$ cat config.mk
export PLATFORM = sky130hd
export DESIGN_NAME = modbus_tcp_register_server
export DESIGN_NICKNAME = d
export VERILOG_FILES = /design/src/design/mbtrs_pkg.sv /design/src/design/mbtrs_frame_mem.sv /design/src/design/mbtrs_table_mem.sv /design/src/design/mbtrs_ctrl.sv /design/src/design/modbus_tcp_register_server.sv
export SDC_FILE = /design/constraint.sdc
export NUM_CORES = 1
export LEC_CHECK = 0
export BUFFER_PORTS_ARGS = -buffer_cell sky130_fd_sc_hd__buf_2
export CORE_ASPECT_RATIO = 0.5
export CORE_MARGIN = 10
export CORE_UTILIZATION = 45
export DETAILED_ROUTE_END_ITERATION = 7
export PLACE_DENSITY = 0.73
export SLEW_MARGIN = 20
export SYNTH_ARGS = -nofsm -noshare
export SYNTH_HDL_FRONTEND = slang
export SYNTH_SLANG_ARGS = --single-unit
$ cat constraint.sdc
create_clock -name clk -period 3.54 [get_ports clk]
set_clock_uncertainty 0.05 [all_clocks]
set_input_delay 0.354 -clock clk [delete_from_list [all_inputs] [get_ports clk]]
set_output_delay 0.354 -clock clk [all_outputs]
set_load 0.02 [all_outputs]
$ cat src/design/mbtrs_pkg.sv
// Shared constants and types for the Modbus TCP holding register server.
// Used by the controller and the top level; depends on nothing else.
package mbtrs_pkg;

  localparam logic [1:0] CMD_NET_BYTE    = 2'd0;
  localparam logic [1:0] CMD_LOCAL_WRITE = 2'd1;
  localparam logic [1:0] CMD_LOCAL_READ  = 2'd2;

  localparam logic KIND_NET   = 1'b0;
  localparam logic KIND_LOCAL = 1'b1;

  localparam logic CFG_INPUT_COUNT  = 1'b0;
  localparam logic CFG_OUTPUT_COUNT = 1'b1;

  localparam logic [7:0] FUNC_READ_HOLDING  = 8'd3;
  localparam logic [7:0] FUNC_WRITE_MULTIPLE = 8'd16;

  localparam logic [8:0] MIN_FRAME_LEN  = 9'd12;
  localparam logic [8:0] BYTE_COUNT_MAX = 9'd256;
  localparam logic [7:0] ECHO_LENGTH    = 8'd6;
  localparam logic [3:0] READ_HDR_LAST  = 4'd8;
  localparam logic [3:0] ECHO_LAST      = 4'd11;
  localparam int         HDR_BYTES      = 12;
  localparam int         WRITE_DATA_START = 13;
  localparam logic [3:0] COUNT_RESET    = 4'd4;

  typedef struct packed {
    logic [3:0] input_count;
    logic [3:0] output_count;
  } cfg_t;

endpackage

$ cat src/design/mbtrs_frame_mem.sv
// Request frame buffer: one write port, one read port with registered data.
// Standalone; no package needed.
module mbtrs_frame_mem #(
  parameter int DEPTH = 32,
  localparam int AW = $clog2(DEPTH)
) (
  input  logic          clk,
  input  logic          wr_en,
  input  logic [AW-1:0] wr_addr,
  input  logic [7:0]    wr_data,
  input  logic [AW-1:0] rd_addr,
  output logic [7:0]    rd_data
);

  logic [7:0] mem [DEPTH];

  always_ff @(posedge clk) begin
    if (wr_en) begin
      mem[wr_addr] <= wr_data;
    end
    rd_data <= mem[rd_addr];
  end

endmodule

$ cat src/design/mbtrs_table_mem.sv
// Holding register table: one write port, one registered read port.
// Per-entry valid bits make the whole table read as zero after reset.
module mbtrs_table_mem #(
  parameter int DEPTH = 8,
  localparam int AW = $clog2(DEPTH)
) (
  input  logic          clk,
  input  logic          rst,
  input  logic          wr_en,
  input  logic [AW-1:0] wr_addr,
  input  logic [15:0]   wr_data,
  input  logic [AW-1:0] rd_addr,
  output logic [15:0]   rd_data
);

  logic [15:0]      mem [DEPTH];
  logic [DEPTH-1:0] valid;

  always_ff @(posedge clk) begin
    if (rst) begin
      valid <= '0;
    end else if (wr_en) begin
      valid[wr_addr] <= 1'b1;
    end
  end

  always_ff @(posedge clk) begin
    if (wr_en) begin
      mem[wr_addr] <= wr_data;
    end
    rd_data <= valid[rd_addr] ? mem[rd_addr] : 16'd0;
  end

endmodule

$ cat src/design/mbtrs_ctrl.sv
// Request sequencer: collects bytes, checks the frame, runs the register
// table and frame buffer ports and drives the response register. Uses mbtrs_pkg.
module mbtrs_ctrl #(
  parameter int REGISTERS   = 8,
  parameter int FRAME_BYTES = 32,
  localparam int TW = $clog2(REGISTERS),
  localparam int FW = $clog2(FRAME_BYTES)
) (
  input  logic               clk,
  input  logic               rst,
  input  mbtrs_pkg::cfg_t    cfg,
  input  logic               req_valid,
  output logic               req_ready,
  input  logic [1:0]         cmd,
  input  logic [7:0]         rx_byte,
  input  logic               segment_end,
  input  logic [2:0]         local_index,
  input  logic signed [15:0] local_value,
  output logic               rsp_valid,
  input  logic               rsp_ready,
  output logic               kind,
  output logic [7:0]         tx_byte,
  output logic signed [15:0] read_value,
  output logic               last,
  output logic               frame_wr_en,
  output logic [FW-1:0]      frame_wr_addr,
  output logic [7:0]         frame_wr_data,
  output logic [FW-1:0]      frame_rd_addr,
  input  logic [7:0]         frame_rd_data,
  output logic               tbl_wr_en,
  output logic [TW-1:0]      tbl_wr_addr,
  output logic [15:0]        tbl_wr_data,
  output logic [TW-1:0]      tbl_rd_addr,
  input  logic [15:0]        tbl_rd_data
);
  import mbtrs_pkg::*;

  localparam int QW = $clog2(REGISTERS + 1);

  typedef enum logic [3:0] {
    S_IDLE, S_CHECK, S_RHDR, S_RDATA, S_WFETCH, S_WHI, S_WLO, S_ECHO, S_LWAIT, S_LEMIT
  } state_t;

  state_t        state;
  logic [8:0]    byte_count;
  logic [7:0]    hdr [HDR_BYTES];
  logic [3:0]    hdr_cnt;
  logic [QW-1:0] quant_r;
  logic [QW-1:0] reg_cnt;
  logic          lo_phase;
  logic [TW-1:0] tbl_ptr;
  logic [FW-1:0] frame_ptr;
  logic [7:0]    hold_byte;
  logic          lread_ok;

  logic        req_fire;
  logic        out_free;
  logic        rsp_load;
  logic [8:0]  count_inc;
  logic [4:0]  idx5;
  logic [4:0]  pos5;
  logic [4:0]  sum5;
  logic [4:0]  served5;
  logic        lwrite_ok;
  logic        lread_hit;
  logic [15:0] start;
  logic [15:0] quant;
  logic [16:0] span;
  logic [17:0] need;
  logic        hdr_ok;
  logic        range_ok;
  logic        write_fits;
  logic        go_read;
  logic        go_write;
  logic        last_reg;
  logic [15:0] plen;
  logic [7:0]  rhdr_byte;
  logic [7:0]  echo_byte;

  assign req_ready = (state == S_IDLE);
  assign req_fire  = req_valid && req_ready;
  assign out_free  = !rsp_valid || rsp_ready;
  assign rsp_load  = out_free && ((state == S_RHDR) || (state == S_RDATA) ||
                                  (state == S_ECHO) || (state == S_LEMIT));
  assign count_inc = (byte_count == BYTE_COUNT_MAX) ? byte_count : byte_count + 9'd1;

  assign idx5      = {2'b00, local_index};
  assign pos5      = {1'b0, cfg.input_count} + idx5;
  assign sum5      = {1'b0, cfg.input_count} + {1'b0, cfg.output_count};
  assign served5   = (sum5 > 5'(REGISTERS)) ? 5'(REGISTERS) : sum5;
  assign lwrite_ok = (idx5 < {1'b0, cfg.input_count}) && (idx5 < 5'(REGISTERS));
  assign lread_hit = (idx5 < {1'b0, cfg.output_count}) && (pos5 < served5);

  assign start      = {hdr[8], hdr[9]};
  assign quant      = {hdr[10], hdr[11]};
  assign span       = {1'b0, start} + {1'b0, quant};
  assign need       = 18'(WRITE_DATA_START) + {1'b0, quant, 1'b0};
  assign hdr_ok     = (byte_count >= MIN_FRAME_LEN) && (hdr[2] == 8'd0) && (hdr[3] == 8'd0);
  assign range_ok   = (quant != 16'd0) && (span <= {12'd0, served5});
  assign write_fits = (need <= {9'd0, byte_count}) && (need <= 18'(FRAME_BYTES));
  assign go_read    = hdr_ok && range_ok && (hdr[7] == FUNC_READ_HOLDING);
  assign go_write   = hdr_ok && range_ok && (hdr[7] == FUNC_WRITE_MULTIPLE) && write_fits;
  assign last_reg   = (reg_cnt + QW'(1)) == quant_r;
  assign plen       = 16'd3 + {15'(quant_r), 1'b0};

  assign frame_wr_en   = req_fire && (cmd == CMD_NET_BYTE) && (byte_count < 9'(FRAME_BYTES));
  assign frame_wr_addr = byte_count[FW-1:0];
  assign frame_wr_data = rx_byte;
  assign frame_rd_addr = frame_ptr;
  assign tbl_rd_addr   = tbl_ptr;

  always_comb begin
    if (state == S_WLO) begin
      tbl_wr_en   = 1'b1;
      tbl_wr_addr = tbl_ptr;
      tbl_wr_data = {hold_byte, frame_rd_data};
    end else begin
      tbl_wr_en   = req_fire && (cmd == CMD_LOCAL_WRITE) && lwrite_ok;
      tbl_wr_addr = TW'(local_index);
      tbl_wr_data = local_value;
    end
  end

  always_comb begin
    case (hdr_cnt)
      4'd4:    rhdr_byte = plen[15:8];
      4'd5:    rhdr_byte = plen[7:0];
      4'd6:    rhdr_byte = hdr[6];
      4'd7:    rhdr_byte = FUNC_READ_HOLDING;
      4'd8:    rhdr_byte = plen[7:0] - 8'd3;
      default: rhdr_byte = hdr[hdr_cnt];
    endcase
  end

  always_comb begin
    case (hdr_cnt)
      4'd4:    echo_byte = 8'd0;
      4'd5:    echo_byte = ECHO_LENGTH;
      default: echo_byte = hdr[hdr_cnt];
    endcase
  end

  always_ff @(posedge clk) begin
    if (rst) begin
      state      <= S_IDLE;
      byte_count <= 9'd0;
      hdr_cnt    <= 4'd0;
      quant_r    <= '0;
      reg_cnt    <= '0;
      lo_phase   <= 1'b0;
      tbl_ptr    <= '0;
      frame_ptr  <= '0;
      lread_ok   <= 1'b0;
      rsp_valid  <= 1'b0;
    end else begin
      if (rsp_load) begin
        rsp_valid <= 1'b1;
      end else if (rsp_ready) begin
        rsp_valid <= 1'b0;
      end
      case (state)
        S_IDLE: begin
          if (req_fire) begin
            case (cmd)
              CMD_NET_BYTE: begin
                if (byte_count < MIN_FRAME_LEN) begin
                  hdr[byte_count[3:0]] <= rx_byte;
                end
                byte_count <= count_inc;
                if (segment_end) begin
                  state <= S_CHECK;
                end
              end
              CMD_LOCAL_READ: begin
                tbl_ptr  <= lread_hit ? TW'(pos5) : '0;
                lread_ok <= lread_hit;
                state    <= S_LWAIT;
              end
              default: ;
            endcase
          end
        end
        S_CHECK: begin
          hdr_cnt   <= 4'd0;
          reg_cnt   <= '0;
          lo_phase  <= 1'b0;
          quant_r   <= QW'(quant);
          tbl_ptr   <= TW'(start);
          frame_ptr <= FW'(WRITE_DATA_START);
          if (go_read) begin
            state <= S_RHDR;
          end else if (go_write) begin
            state <= S_WFETCH;
          end else begin
            state      <= S_IDLE;
            byte_count <= 9'd0;
          end
        end
        S_RHDR: begin
          if (out_free) begin
            kind       <= KIND_NET;
            tx_byte    <= rhdr_byte;
            read_value <= 16'sd0;
            last       <= 1'b0;
            if (hdr_cnt == READ_HDR_LAST) begin
              state <= S_RDATA;
            end else begin
              hdr_cnt <= hdr_cnt + 4'd1;
            end
          end
        end
        S_RDATA: begin
          if (out_free) begin
            kind       <= KIND_NET;
            read_value <= 16'sd0;
            if (!lo_phase) begin
              tx_byte   <= tbl_rd_data[15:8];
              hold_byte <= tbl_rd_data[7:0];
              last      <= 1'b0;
              lo_phase  <= 1'b1;
              if (!last_reg) begin
                tbl_ptr <= tbl_ptr + TW'(1);
              end
            end else begin
              tx_byte  <= hold_byte;
              last     <= last_reg;
              lo_phase <= 1'b0;
              if (last_reg) begin
                state      <= S_IDLE;
                byte_count <= 9'd0;
              end else begin
                reg_cnt <= reg_cnt + QW'(1);
              end
            end
          end
        end
        S_WFETCH: begin
          frame_ptr <= frame_ptr + FW'(1);
          state     <= S_WHI;
        end
        S_WHI: begin
          hold_byte <= frame_rd_data;
          if (!last_reg) begin
            frame_ptr <= frame_ptr + FW'(1);
          end
          state <= S_WLO;
        end
        S_WLO: begin
          if (last_reg) begin
            hdr_cnt <= 4'd0;
            state   <= S_ECHO;
          end else begin
            reg_cnt   <= reg_cnt + QW'(1);
            tbl_ptr   <= tbl_ptr + TW'(1);
            frame_ptr <= frame_ptr + FW'(1);
            state     <= S_WHI;
          end
        end
        S_ECHO: begin
          if (out_free) begin
            kind       <= KIND_NET;
            tx_byte    <= echo_byte;
            read_value <= 16'sd0;
            last       <= (hdr_cnt == ECHO_LAST);
            if (hdr_cnt == ECHO_LAST) begin
              state      <= S_IDLE;
              byte_count <= 9'd0;
            end else begin
              hdr_cnt <= hdr_cnt + 4'd1;
            end
          end
        end
        S_LWAIT: begin
          state <= S_LEMIT;
        end
        S_LEMIT: begin
          if (out_free) begin
            kind       <= KIND_LOCAL;
            tx_byte    <= 8'd0;
            read_value <= lread_ok ? $signed(tbl_rd_data) : 16'sd0;
            last       <= 1'b1;
            state      <= S_IDLE;
          end
        end
        default: begin
          state <= S_IDLE;
        end
      endcase
    end
  end

endmodule

$ cat src/design/modbus_tcp_register_server.sv
// Modbus TCP holding register server, top level: configuration registers and
// the instances of mbtrs_ctrl, mbtrs_frame_mem and mbtrs_table_mem. Uses mbtrs_pkg.
//
// Request bytes are taken at one per cycle while the sequencer is idle. The
// last byte of a segment is followed by a check state, after which a read
// request (function 3) sends 9 header bytes at one per cycle, while the
// output is not stalled, and then two bytes per register, and a write request
// (function 16) copies its data through the single read port of the frame
// buffer before sending its 12-byte echo. A local write is done in the idle
// state; a local read waits in S_LWAIT for the registered read of the table
// and emits in S_LEMIT. No new item is taken until the current one has handed
// its last result to the output register; output stalls hold the sequencer.
// Reset clears the register table at once through per-entry valid bits.
module modbus_tcp_register_server #(
  parameter int REGISTERS   = 8,
  parameter int FRAME_BYTES = 32
) (
  input  logic               clk,
  input  logic               rst,
  input  logic               cfg_valid,
  output logic               cfg_ready,
  input  logic               cfg_index,
  input  logic [3:0]         cfg_data,
  input  logic               req_valid,
  output logic               req_ready,
  input  logic [1:0]         cmd,
  input  logic [7:0]         rx_byte,
  input  logic               segment_end,
  input  logic [2:0]         local_index,
  input  logic signed [15:0] local_value,
  output logic               rsp_valid,
  input  logic               rsp_ready,
  output logic               kind,
  output logic [7:0]         tx_byte,
  output logic signed [15:0] read_value,
  output logic               last
);
  import mbtrs_pkg::*;

  localparam int TW = $clog2(REGISTERS);
  localparam int FW = $clog2(FRAME_BYTES);

  cfg_t          cfg;
  logic          frame_wr_en;
  logic [FW-1:0] frame_wr_addr;
  logic [7:0]    frame_wr_data;
  logic [FW-1:0] frame_rd_addr;
  logic [7:0]    frame_rd_data;
  logic          tbl_wr_en;
  logic [TW-1:0] tbl_wr_addr;
  logic [15:0]   tbl_wr_data;
  logic [TW-1:0] tbl_rd_addr;
  logic [15:0]   tbl_rd_data;

  assign cfg_ready = 1'b1;

  always_ff @(posedge clk) begin
    if (rst) begin
      cfg.input_count  <= COUNT_RESET;
      cfg.output_count <= COUNT_RESET;
    end else if (cfg_valid && cfg_ready) begin
      case (cfg_index)
        CFG_INPUT_COUNT:  cfg.input_count  <= cfg_data;
        CFG_OUTPUT_COUNT: cfg.output_count <= cfg_data;
        default: ;
      endcase
    end
  end

  mbtrs_ctrl #(
    .REGISTERS   (REGISTERS),
    .FRAME_BYTES (FRAME_BYTES)
  ) u_ctrl (
    .clk           (clk),
    .rst           (rst),
    .cfg           (cfg),
    .req_valid     (req_valid),
    .req_ready     (req_ready),
    .cmd           (cmd),
    .rx_byte       (rx_byte),
    .segment_end   (segment_end),
    .local_index   (local_index),
    .local_value   (local_value),
    .rsp_valid     (rsp_valid),
    .rsp_ready     (rsp_ready),
    .kind          (kind),
    .tx_byte       (tx_byte),
    .read_value    (read_value),
    .last          (last),
    .frame_wr_en   (frame_wr_en),
    .frame_wr_addr (frame_wr_addr),
    .frame_wr_data (frame_wr_data),
    .frame_rd_addr (frame_rd_addr),
    .frame_rd_data (frame_rd_data),
    .tbl_wr_en     (tbl_wr_en),
    .tbl_wr_addr   (tbl_wr_addr),
    .tbl_wr_data   (tbl_wr_data),
    .tbl_rd_addr   (tbl_rd_addr),
    .tbl_rd_data   (tbl_rd_data)
  );

  mbtrs_frame_mem #(
    .DEPTH (FRAME_BYTES)
  ) u_frame_mem (
    .clk     (clk),
    .wr_en   (frame_wr_en),
    .wr_addr (frame_wr_addr),
    .wr_data (frame_wr_data),
    .rd_addr (frame_rd_addr),
    .rd_data (frame_rd_data)
  );

  mbtrs_table_mem #(
    .DEPTH (REGISTERS)
  ) u_table_mem (
    .clk     (clk),
    .rst     (rst),
    .wr_en   (tbl_wr_en),
    .wr_addr (tbl_wr_addr),
    .wr_data (tbl_wr_data),
    .rd_addr (tbl_rd_addr),
    .rd_data (tbl_rd_data)
  );

endmodule

After elaboration in Yosys (flattened, before gate mapping)
Memories as Yosys holds them, arrays and structs flattened. A register that Yosys moved wholly into a read port is not among the register bits.
Index checks and enable logic that the tools add are counted.
Cells by class
  add/sub/neg operators: 11
  multiplexer cells: 91
  reduce and logical (&&, ||, !) cells: 53
  equality and inequality tests: 43
  bitwise operators: 3
  shifts and indexed selects: 0
  divide/modulo/power cells: 0
  $lt $le $gt $ge: 14
  $mul: 0
Operators by type and width (count)
  $mux W9: 10
  $mux W4: 20
  $mux W16: 4
  $mux W8: 7
  $pmux W4 S10: 1
  $pmux W8 S5: 1
  $pmux W9 S4: 1
  $eq A4 B3 Y1 const B: 8
  $pmux W16 S2: 1
  $pmux W8 S2: 2
  $pmux W8 S4: 1
  $mux W3: 8
  $ne A2 B2 Y1 const B: 12
  $mux W1: 22
  $reduce_and A11 Y1: 2
  $add A4 B17 Y18 const A: 1
  $le A18 B6 Y1 const B: 1
  $le A18 B9 Y1: 1
  $add A16 B16 Y17: 1
  $le A17 B5 Y1: 1
  $logic_and A1 B1 Y1: 17
  $eq A4 B4 Y1 const B: 4
  $logic_not A8 Y1: 2
  $ne A2 B1 Y1 const B: 8
  53 further kinds: 79
Word-level totals
  input port bits: 40
  memory bits (writable): 480
  register bits after elaboration: 86
  memories kept: 3
  latch bits: 0
  output and inout bits: 29
  ROM bits: 0
  word-level logic and storage cells: 236
Memories
  u_frame_mem.mem: words 32, width 8, rd ports 1, clocked after memory_dff 1, write ports 1, RTL line mbtrs_frame_mem.sv:15  | logic [7:0] mem [DEPTH];
  u_table_mem.mem: words 8, width 16, rd ports 1, clocked after memory_dff 1, write ports 1, RTL line mbtrs_table_mem.sv:16  | logic [15:0] mem [DEPTH];
  u_ctrl.hdr: words 12, width 8, rd ports 9, clocked after memory_dff 1, write ports 1, RTL line mbtrs_ctrl.sv:46  | logic [7:0] hdr [HDR_BYTES];

Depth between registers and ports, before layout
Gate-level depths: netlist of run 1.
  depth after elaboration: 11
  mapped depth: 15
  depth with buffers taken out: 15

By module
From an unflattened synthesis of run 1, not the netlist that was laid out.
Unflattened totals
  cell total of the unflattened synthesis: 1651
  area total of the unflattened synthesis: 26226.4 µm²
By module, submodules not included
  mbtrs_ctrl: area each 10286.1 µm², times used 1, sequential area each 4704.5 µm², cells an instance 946
  mbtrs_frame_mem: area each 10053.4 µm², times used 1, sequential area each 7847.5 µm², cells an instance 417
  mbtrs_table_mem: area each 5529.1 µm², times used 1, sequential area each 4324.1 µm², cells an instance 253
  modbus_tcp_register_server: area each 357.8 µm², times used 1, sequential area each 160.2 µm², cells an instance 35

Least setup slack after synthesis of run 1
OpenSTA, ideal clock, no wires.
  path kind: register to register
  start point: register, netlist name cfg[4]
  end point: register u_ctrl.byte_count[0]
  data arrival time: 3.705 ns
  stages on the path, launching flop included: 15
  required time: 3.399 ns
  path buffers: 0
  period minus slack after synthesis: 3.846 ns
  library setup time: 0.091 ns
  setup slack: -0.306 ns
  cell sequence: dfxtp_1 > ha_1 > fa_1 > nand4b_1 > a211oi_1 > nand2_1 > ha_1 > a21o_1 > a21o_1 > a211o_1 > a211oi_1 > nand4_1 > nor4_4 > nand2_2 > a311oi_1
On the way
  word-level cells in the longest chain between the ends: 10
  elaborated cells on any way between the ends: 12
  those cells by class: 1 x add/sub; 2 x order compare; 2 x eq/ne; 1 x mux; 6 x reduce/logical
Ends and longest elaborated chain
  $add A4 B4 Y5 *: RTL line mbtrs_ctrl.sv:89  | assign sum5 = {1'b0, cfg.input_count} + {1'b0, cfg.output_count};
  $gt A5 B4 Y1: RTL line mbtrs_ctrl.sv:90  | assign served5 = (sum5 > 5'(REGISTERS)) ? 5'(REGISTERS) : sum5;
  $mux W5 *: RTL line mbtrs_ctrl.sv:90
  $le A17 B5 Y1 *: RTL line mbtrs_ctrl.sv:99  | assign range_ok = (quant != 16'd0) && (span <= {12'd0, served5});
  $logic_and A1 B1 Y1 *: RTL line mbtrs_ctrl.sv:99
  $logic_and A1 B1 Y1 *: RTL line mbtrs_ctrl.sv:101, mbtrs_ctrl.sv:102
  $logic_and A1 B1 Y1 (2 in series): RTL line mbtrs_ctrl.sv:102  | assign go_write = hdr_ok && range_ok && (hdr[7] == FUNC_WRITE_MULTIPLE) && write_fits;
  $ne A2 B2 Y1 (no source line)
  $reduce_and A11 Y1 (no source line) *
  end signal: assignment: RTL line mbtrs_ctrl.sv:169  | byte_count <= count_inc;
  end: declaration: RTL line mbtrs_ctrl.sv:45  | logic [8:0] byte_count;
Every way passes the cells marked *; elsewhere a longest branch is shown, timed or not.
A chain may end at the register's enable or synchronous reset.

Worst setup path after layout of run 1
  start point: register, netlist name cfg[4]
  end point: register u_ctrl.byte_count[1]
On the way
  word-level cells in the longest chain between the ends: 10
  elaborated cells on any way between the ends: 12
  those cells by class: 1 x add/sub; 2 x order compare; 2 x eq/ne; 1 x mux; 6 x reduce/logical
Ends and longest elaborated chain (RTL line)
  $add A4 B4 Y5 *: mbtrs_ctrl.sv:89
  $gt A5 B4 Y1: mbtrs_ctrl.sv:90
  $mux W5 *: mbtrs_ctrl.sv:90
  $le A17 B5 Y1 *: mbtrs_ctrl.sv:99
  $logic_and A1 B1 Y1 *: mbtrs_ctrl.sv:99
  $logic_and A1 B1 Y1 *: mbtrs_ctrl.sv:101, mbtrs_ctrl.sv:102
  $logic_and A1 B1 Y1 (2 in series): mbtrs_ctrl.sv:102
  $ne A2 B2 Y1 (no source line)
  $reduce_and A11 Y1 (no source line) *
Marks and branches as above.

==> results of run 1 <==
[Yosys cell counts (4+ instances only)]
cell       number  share of area (%)
buf_1           4              0.058
nor3_1         20               0.39
a211o_1         6               0.20
a2111oi_0       5               0.17
mux2_2         16               0.69
xor2_1         11               0.37
or2_2           4              0.096
ha_1           58                2.8
and2_1          4              0.096
clkbuf_1       58               0.84
mux2i_1        41                1.6
edfxtp_1      514                 59
mux4_2        138                 12
o22ai_1         5               0.12
buf_2          25               0.48
nand3b_1        7               0.20
o221ai_1        7               0.24
o21a_1          7               0.20
o211ai_1        8               0.23
o21ba_2         9               0.35
or3_1          12               0.29
nand3_1        35               0.67
nand4_1        16               0.39
a21o_1         14               0.40
a311oi_1        7               0.24
a31oi_1        13               0.31
o21ai_0        43               0.83
xnor2_1        12               0.40
a211oi_1       12               0.35
nor2b_1         8               0.19
and3_1         26               0.63
dfxtp_1        80                6.2
a221oi_1        4               0.13
nand2b_1        9               0.22
nor2_1        129                1.9
a21oi_1        66                1.3
nor4_1         15               0.36
o31ai_1         4               0.12
nand2_1       119                1.7
o2111ai_1       4               0.13
inv_1          47               0.68
[final cells by class]
| class | count | area [µm²] | share of cell area (%) |
|---|---|---|---|
| timing repair buffer | 175 | 1210 | 4.09 |
| multi-input combinational | 942 | 8510 | 28.7 |
| clock buffer | 68 | 1410 | 4.77 |
| tap | 768 | 961 | 3.24 |
| sequential | 594 | 17000 | 57.5 |
| clock inverter | 29 | 310 | 1.05 |
| inverter | 48 | 180 | 0.608 |
[cell usage in the layout (no fill, tap or decap), types with 17 or more instances in the layout]
cell type,count
a21oi_1,66
and3_1,26
buf_2,67
buf_4,99
clkbuf_16,53
dfxtp_1,74
edfxtp_1,514
ha_1,54
inv_1,47
mux2i_1,41
mux4_2,138
nand2_1,118
nand3_1,35
nor2_1,121
nor3_1,17
o21ai_0,43
[worst min path at each step]
| stage | startpoint | endpoint | slack [ns] | depth (start not counted) |
|---|---|---|---|---|
| floorplan | rx_byte[0] | u_ctrl.hdr[0][0] | 0.40 | 0 |
| global placement | u_table_mem.valid[5] | u_table_mem.valid[5] | 0.41 | 1 |
| CTS | cfg_data[1] | cfg[1] | 0.0007 | 3 |
| finish | cfg_data[1] | cfg[5] | 0.02 | 3 |
| detailed placement | u_table_mem.valid[4] | u_table_mem.valid[4] | 0.43 | 1 |
| global route | cfg_data[1] | cfg[1] | 0.02 | 3 |
[tightest hold or removal path, delay by kind of cell]
| family | cells | cell delay, ns |
|---|---|---|
| buffers and inverters | 1 | 0.09 |
| AOI/OAI and AO/OA | 1 | 0.06 |
| and+or+nand+nor | 1 | 0.09 |
[metrics by stage]
stage | setup slack (ns) | setup TNS, ns | cells | hold slack [ns] | instance area [µm²]
after floorplan | 0.00417 | 0 | 1676 | 0.403 | 26000
after global placement | -0.192 | -1.61 | 2523 | 0.409 | 27700
after detailed placement | -0.306 | -2.79 | 2523 | 0.425 | 27700
after CTS | -0.282 | -2.47 | 2623 | 0.000685 | 29500
after global routing | -0.147 | -1.12 | 2624 | 0.0241 | 29600
final | -0.0254 | -0.0310 | 2624 | 0.0172 | 29600
[per-layer routing]
metal / GRT usage, % / part of all wire, % / up-vias
met5: 0 / 0.060 / -
met1: 23.3 / 41 / 7832
met2: 29.0 / 48 / 702
met3: 3.96 / 8.5 / 123
li1: - / - / 6842
met4: 5.30 / 2.7 / 6
[timing repair]
item	in CTS	in global routing
endpoints found under the hold margin	5	0
endpoints found under the setup margin	11	11
hold buffers	3	0
pin swaps	18	15
cloned	0	0
resized for setup	7	16
buffers inserted	0	1
[power groups by stage]
stage	clock network, mW	logic (mW)	registers [mW]
finish	5.78	0.935	7.76
global route	6.14	1.01	7.77
CTS	5.84	0.931	7.76
detailed placement	0	0.915	7.91
global placement	0	0.899	7.90
floorplan	0	0.644	7.83
[cells by family (layout without fill, tap and decap cells)]
kind of cell,Yosys count,after routing,share of synthesized area [%]
DFF,594,594,65.6
buffers and inverters,140,320,2.25
muxes,195,195,14.2
AOI/OAI and AO/OA,239,239,6.15
and+or+nand+nor,418,418,7.70
xor gates and xnor gates,25,25,0.954
other,1,3,0.0144
adders and majority gates,62,62,3.07
==> summary.txt, run 1 <==
Yosys
  • Post-Syn Instances: 1,674
  • Post-synth EDFFs: 514
  • Post-synthesis cell type count: 73
  • Cell Area, Synth: 0.0260 mm²
  • Syn Area/Cell: 15.5 µm²
  • Synth Register Bits: 594
  • Async SR Flop Fraction: 0%
  • Sequential-to-total area share from yosys stat: 65.6%
  • Yosys warning count: 0
  • Post-synth top flop: edfxtp_1

Drt
  • Routed vias: 15,500
  • Drc violations: 0
  • Detailed Route WL: 61.8 mm
  • Via/cell ratio: 5.91
  • Routed Antenna Nets: 0
  • 1st-pass router iterations: 6
  • Iter 0 DRT Violations: 1,598
  • Wirelength per Cell: 23.6 µm

Global route
  • Vias in the first global route: 15,600
  • GR Util All Layers: 17.6%
  • Initial antenna violation count: 3
  • First-pass GRT wire length: 94.6 mm
  • Pin count of the biggest net entering global routing: 68
  • GR Overflow Total: 0

Worst setup path
  • Worst reg2reg startpoint: cfg[4]
  • Critical Path Fanout Max: 8
  • CP cell instances: ha_4 -> fa_2 -> nand4b_1 -> a211oi_2 -> buf_4 -> nand2_4 -> ha_4 -> a21o_1 -> a21o_1 -> a211o_1 -> a211oi_2 -> nand4_1 -> nor4_4 -> buf_6 -> nand2_8 -> a311oi_2
  • Worst stage delay on the critical path: 0.34 ns
  • Worst Path Arrival: 4.01 ns
  • CP Capture Type: flop
  • Stages on worst setup path: 16
  • Crit Path Class: reg -> reg
  • CP top delay family: compound AO/OA/AOI/OAI gates
  • Required @ worst endpoint: 3.98 ns
  • CP max-delay cell: dfxtp_2
  • R2R depth: 16
  • R2r endpoint: u_ctrl.byte_count[1]
  • Worst reg2reg setup slack: -0.03 ns
  • CP Launch Type: flop
  • Worst setup path startpoint: cfg[4]
  • Crit path buf inv count: 2
  • End point of the critical path: u_ctrl.byte_count[1]

Power
  • Pwr/cell area: 488 mW/mm²
  • Sw Share: 21.6%
  • Static Leakage: 9.83 nW
  • Clock power share: 39.9%
  • Comb power frac: 6.5%
  • Power Total: 14.5 mW
  • Peak VDD IR: 0.347 mV
  • Net Switching: 3.13 mW
  • Internal power: 11.3 mW
  • Register share of total power: 53.6%

Clock network
  • Number of buffers created by CTS: 53
  • Clock tree buffer depth: 3
  • Clock Tree Root: clkbuf_16
  • TritonCTS clock tree: done
  • Clk_lat worst skew: 0.58 ns
  • Worst-path clk slew: 0.07 ns
  • CTS sink count: 594
  • Number of H-tree levels: 2

Timing
  • Crit path time final: 3.57 ns
  • Max-slew headroom: 24.2%
  • Fin crit share: 101%
  • RSZ-0062 raised after global routing: true
  • Slew @ Worst Pin: 1.14 ns
  • Max Clock Freq: 280 MHz
  • Hold Violations, Final: 0
  • Max-slew violations: 0
  • Final setup vio count: 3
  • Slack of the critical path: -0.0254 ns

Die
  • DIE AREA: 0.0683 mm²
  • # rows: 62
  • Die Y: 190 µm
  • Initial Util: 45.3%
  • Core box area: 0.0572 mm²
  • Die span in x: 360 µm
  • IO Count: 69

Job
  • Max cap viols: 0

Layout
  • Area grow syn2layout: 14.1%
  • Fillers: 4,609
  • Final net count: 1,915
  • Layout cells sized above 1: 24.8%
  • Max FFs per register: 256
  • Largest reg by FF count: u_frame_mem.mem
  • Layout Utilization: 51.8%
  • Ant diodes: 0

Placement
  • Placer Congestion: 0.917
  • PortBufs: 67
  • Hpwl dp: 41.3 mm

Run status
  • Violated checks: negative setup slack
  • Run status: finished, violations left

Worst hold path
  • Hold Crit Class: in -> reg
Power figures use the tool's default switching activity.
==> run 2: changes to the inputs <==
Settings changed: GPL_TIMING_DRIVEN set to 0, PLACE_DENSITY 0.73 to 0.72.
==> run 2 against run 1 <==
The run still ends with negative setup slack left; register-to-register slack worse by 0.17 ns; worst hold slack gained 0.017 ns; critical path depth grew 1; clock power fell by 4.3%; utilization fell by 0.081 points; flip-flop and latch count stayed put; sequential share of layout area up 0.077 points; wire length is 3.0% higher.
==> summary.txt, run 2 (synthesis gave the netlist of run 1 again) <==
Power
  • Static Leakage: 9.63 nW (-2.1%)
  • Peak VDD IR: 0.317 mV (-8.8%)
  • Register share of total power: 53.8% (+0.2 points)
  • Comb power frac: 7.5% (+1.0 points)
  • Sw Share: 22.7% (+1.1 points)
  • Clock power share: 38.7% (-1.2 points)
  • Pwr/cell area: 483 mW/mm² (-0.99%)
  • Internal power: 11.1 mW (-2.5%)
  • Net Switching: 3.24 mW (+3.7%)
  • Power Total: 14.3 mW (-1.1%)

Layout
  • Final instance count without filler cells: 2,638 (+0.53%)
  • Most common cell after layout, fill and taps aside: edfxtp_1
  • Fillers: 4,558 (-1.1%)
  • Max FFs per register: 256 (unchanged)
  • Largest reg by FF count: u_frame_mem.mem
  • Area grow syn2layout: 14.0%
  • Most frequent cells in the layout: edfxtp_1 (514), mux4_2 (138), nand2_1 (117), buf_2 (92), nor2_1 (88)
  • Register area: 0.0170 mm² (about the same)
  • Area of the multi-input gates: 0.00871 mm² (+2.3%)
  • Layout Utilization: 51.7% (-0.081 points)
  • Final instance area: 0.0296 mm² (-0.16%)
  • Final net count: 1,930 (+0.78%)
  • Ant diodes: 0 (unchanged)
  • Layout cells sized above 1: 24.5% (-0.35 points)

Timing
  • Slack of the critical path: -0.197 ns (-0.172 ns)
  • Crit path time final: 3.74 ns (+0.172 ns)
  • Min Hold Slack: 0.0339 ns (+0.0167 ns)
  • Final setup vio count: 11 (+8)
  • Fin crit share: 106% (+4.8 points)
  • Max-slew violations: 0 (unchanged)
  • Max-slew headroom: 12.9% (-11 points)
  • Slew @ Worst Pin: 1.31 ns (+0.171 ns)
  • RSZ-0062 raised after global routing: true
  • Hold Violations, Final: 0 (unchanged)
  • Max Clock Freq: 268 MHz (-4.6%)

Placement
  • Post-DP Area: 0.0274 mm² (-1.2%)
  • Hpwl dp: 43.3 mm (+5.0%)
  • Placer Congestion: 0.943 (+2.8%)
  • DP Cell Count: 2,519 (-0.16%)
  • PortBufs: 67 (unchanged)

Global route
  • GR Overflow Total: 0 (unchanged)
  • Pin count of the biggest net entering global routing: 45 (-34%)
  • Initial antenna violation count: 2 (-1)
  • First-pass GRT wire length: 96.0 mm (+1.5%)
  • Vias in the first global route: 15,500 (-0.71%)
  • GR Util All Layers: 18.1% (+0.50 points)

Drt
  • Via/cell ratio: 5.92 (+0.21%)
  • Iter 0 DRT Violations: 1,598 (unchanged)
  • Detailed Route WL: 63.7 mm (+3.0%)
  • Drc violations: 0 (unchanged)
  • Wirelength per Cell: 24.1 µm (+2.4%)
  • 1st-pass router iterations: 6 (unchanged)
  • Routed Antenna Nets: 0 (unchanged)
  • Routed vias: 15,600 (+0.74%)

Clock network
  • Number of buffers created by CTS: 51 (-3.8%)
  • Number of H-tree levels: 2 (unchanged)
  • CTS sink count: 594 (unchanged)
  • Worst-path clk slew: 0.07 ns (about the same)
  • Clock tree buffer depth: 3 (unchanged)
  • TritonCTS clock tree: done
  • Clock Tree Root: clkbuf_16
  • Clk_lat worst skew: 0.59 ns (about the same)

Worst setup path
  • Worst Path Arrival: 4.19 ns (+0.18 ns)
  • R2R depth: 17 (+1)
  • CP Capture Type: flop
  • Required @ worst endpoint: 4.00 ns (+0.02 ns)
  • CP Launch Type: flop
  • Worst reg2reg startpoint: cfg[4]
  • End point of the critical path: u_ctrl.state[1]
  • Worst reg2reg setup slack: -0.20 ns (-0.17 ns)
  • Worst setup path startpoint: cfg[4]
  • Critical Path Fanout Max: 4 (-4)
  • Crit Path Class: reg -> reg
  • R2r endpoint: u_ctrl.state[1]

Die
  • Die Y: 190 µm (unchanged)
  • Initial Util: 45.3% (unchanged)
  • Core box area: 0.0572 mm² (unchanged)
  • # rows: 62 (unchanged)
  • DIE AREA: 0.0683 mm² (unchanged)
  • IO Count: 69 (unchanged)
  • Die span in x: 360 µm (unchanged)

Worst hold path
  • Hold Crit Class: in -> reg

Job
  • Max cap viols: 0 (unchanged)

Run status
  • Run status: finished, violations left
  • Violated checks: negative setup slack
==> run 2: cell count changes in the layout (fill, tap and decap cells not counted), moves of 4 or more <==
| cell | delta |
|---|---|
| buf_12 | -4 |
| buf_2 | +25 |
| buf_4 | -78 |
| buf_6 | +9 |
| clkbuf_1 | +52 |
| inv_6 | +5 |
| nor2_1 | -33 |
| nor2_2 | +24 |
| nor2_4 | +9 |
==> run 2: power by group through the flow <==
stage / clock network [mW] / registers [mW] / logic, mW
global placement: 0 / 7.84 / 0.992
finish: 5.53 / 7.69 / 1.08
floorplan: 0 / 7.83 / 0.644
CTS: 5.59 / 7.69 / 1.06
global route: 5.86 / 7.69 / 1.15
detailed placement: 0 / 7.84 / 1.01
==> run 2: routing by layer <==
layer | global-route usage [%] | part of all wire [%]
met1 | 24.5 | 41
met2 | 30.6 | 49
met3 | 2.99 | 7.8
met4 | 4.31 | 2.2
met5 | 0 | 0.041
==> run 2: how the worst min path moves through the flow <==
| stage | start | cells after the start | to | slack [ns] |
|---|---|---|---|---|
| final | cfg_index | 3 | cfg[1] | 0.03 |
| after global routing | cfg_valid | 3 | cfg[1] | 0.04 |
| after CTS | cfg_valid | 3 | cfg[0] | 0.02 |
| after detailed placement | u_table_mem.valid[6] | 1 | u_table_mem.valid[6] | 0.42 |
| after global placement | u_table_mem.valid[6] | 1 | u_table_mem.valid[6] | 0.41 |
| after floorplan | rx_byte[0] | 0 | u_ctrl.hdr[0][0] | 0.40 |
==> run 2: critical path, cell delays in order, from the launching register on <==
cell,delay [ns]
dfxtp_4,0.36
ha_4,0.16
fa_2,0.35
nand4b_1,0.23
a211oi_4,0.36
buf_6,0.16
nand2_4,0.06
ha_4,0.15
a21o_1,0.17
a21o_1,0.15
a211o_1,0.26
a211oi_2,0.27
nand4_1,0.19
nor4_4,0.18
buf_6,0.18
buf_6,0.11
o2111ai_2,0.12
a21oi_2,0.15
==> run 2: layout make-up <==
class	count	share of cell area, %
plain buffers	92	1.40
clock buffers	62	4.57
clock inverters	32	0.960
inverters	48	0.609
multi-input cells	942	29.4
flip-flops and latches	594	57.6
well taps	768	3.25
repair buffers	100	2.17
==> run 2: timing repair <==
action	CTS	global route
buffers inserted	20	10
endpoints found under the setup margin	342	334
endpoints found under the hold margin	6	0
pin swaps	25	20
hold buffers	4	0
gates resized for setup	46	40
==> run 2: through the flow <==
step / TNS [ns] / worst slack (ns)
after floorplan: 0 / 0.00417
after global placement: -217.53 / -0.760
after detailed placement: -155.76 / -0.794
after CTS: -2.60 / -0.295
after global routing: -3.77 / -0.372
final: -1.63 / -0.197
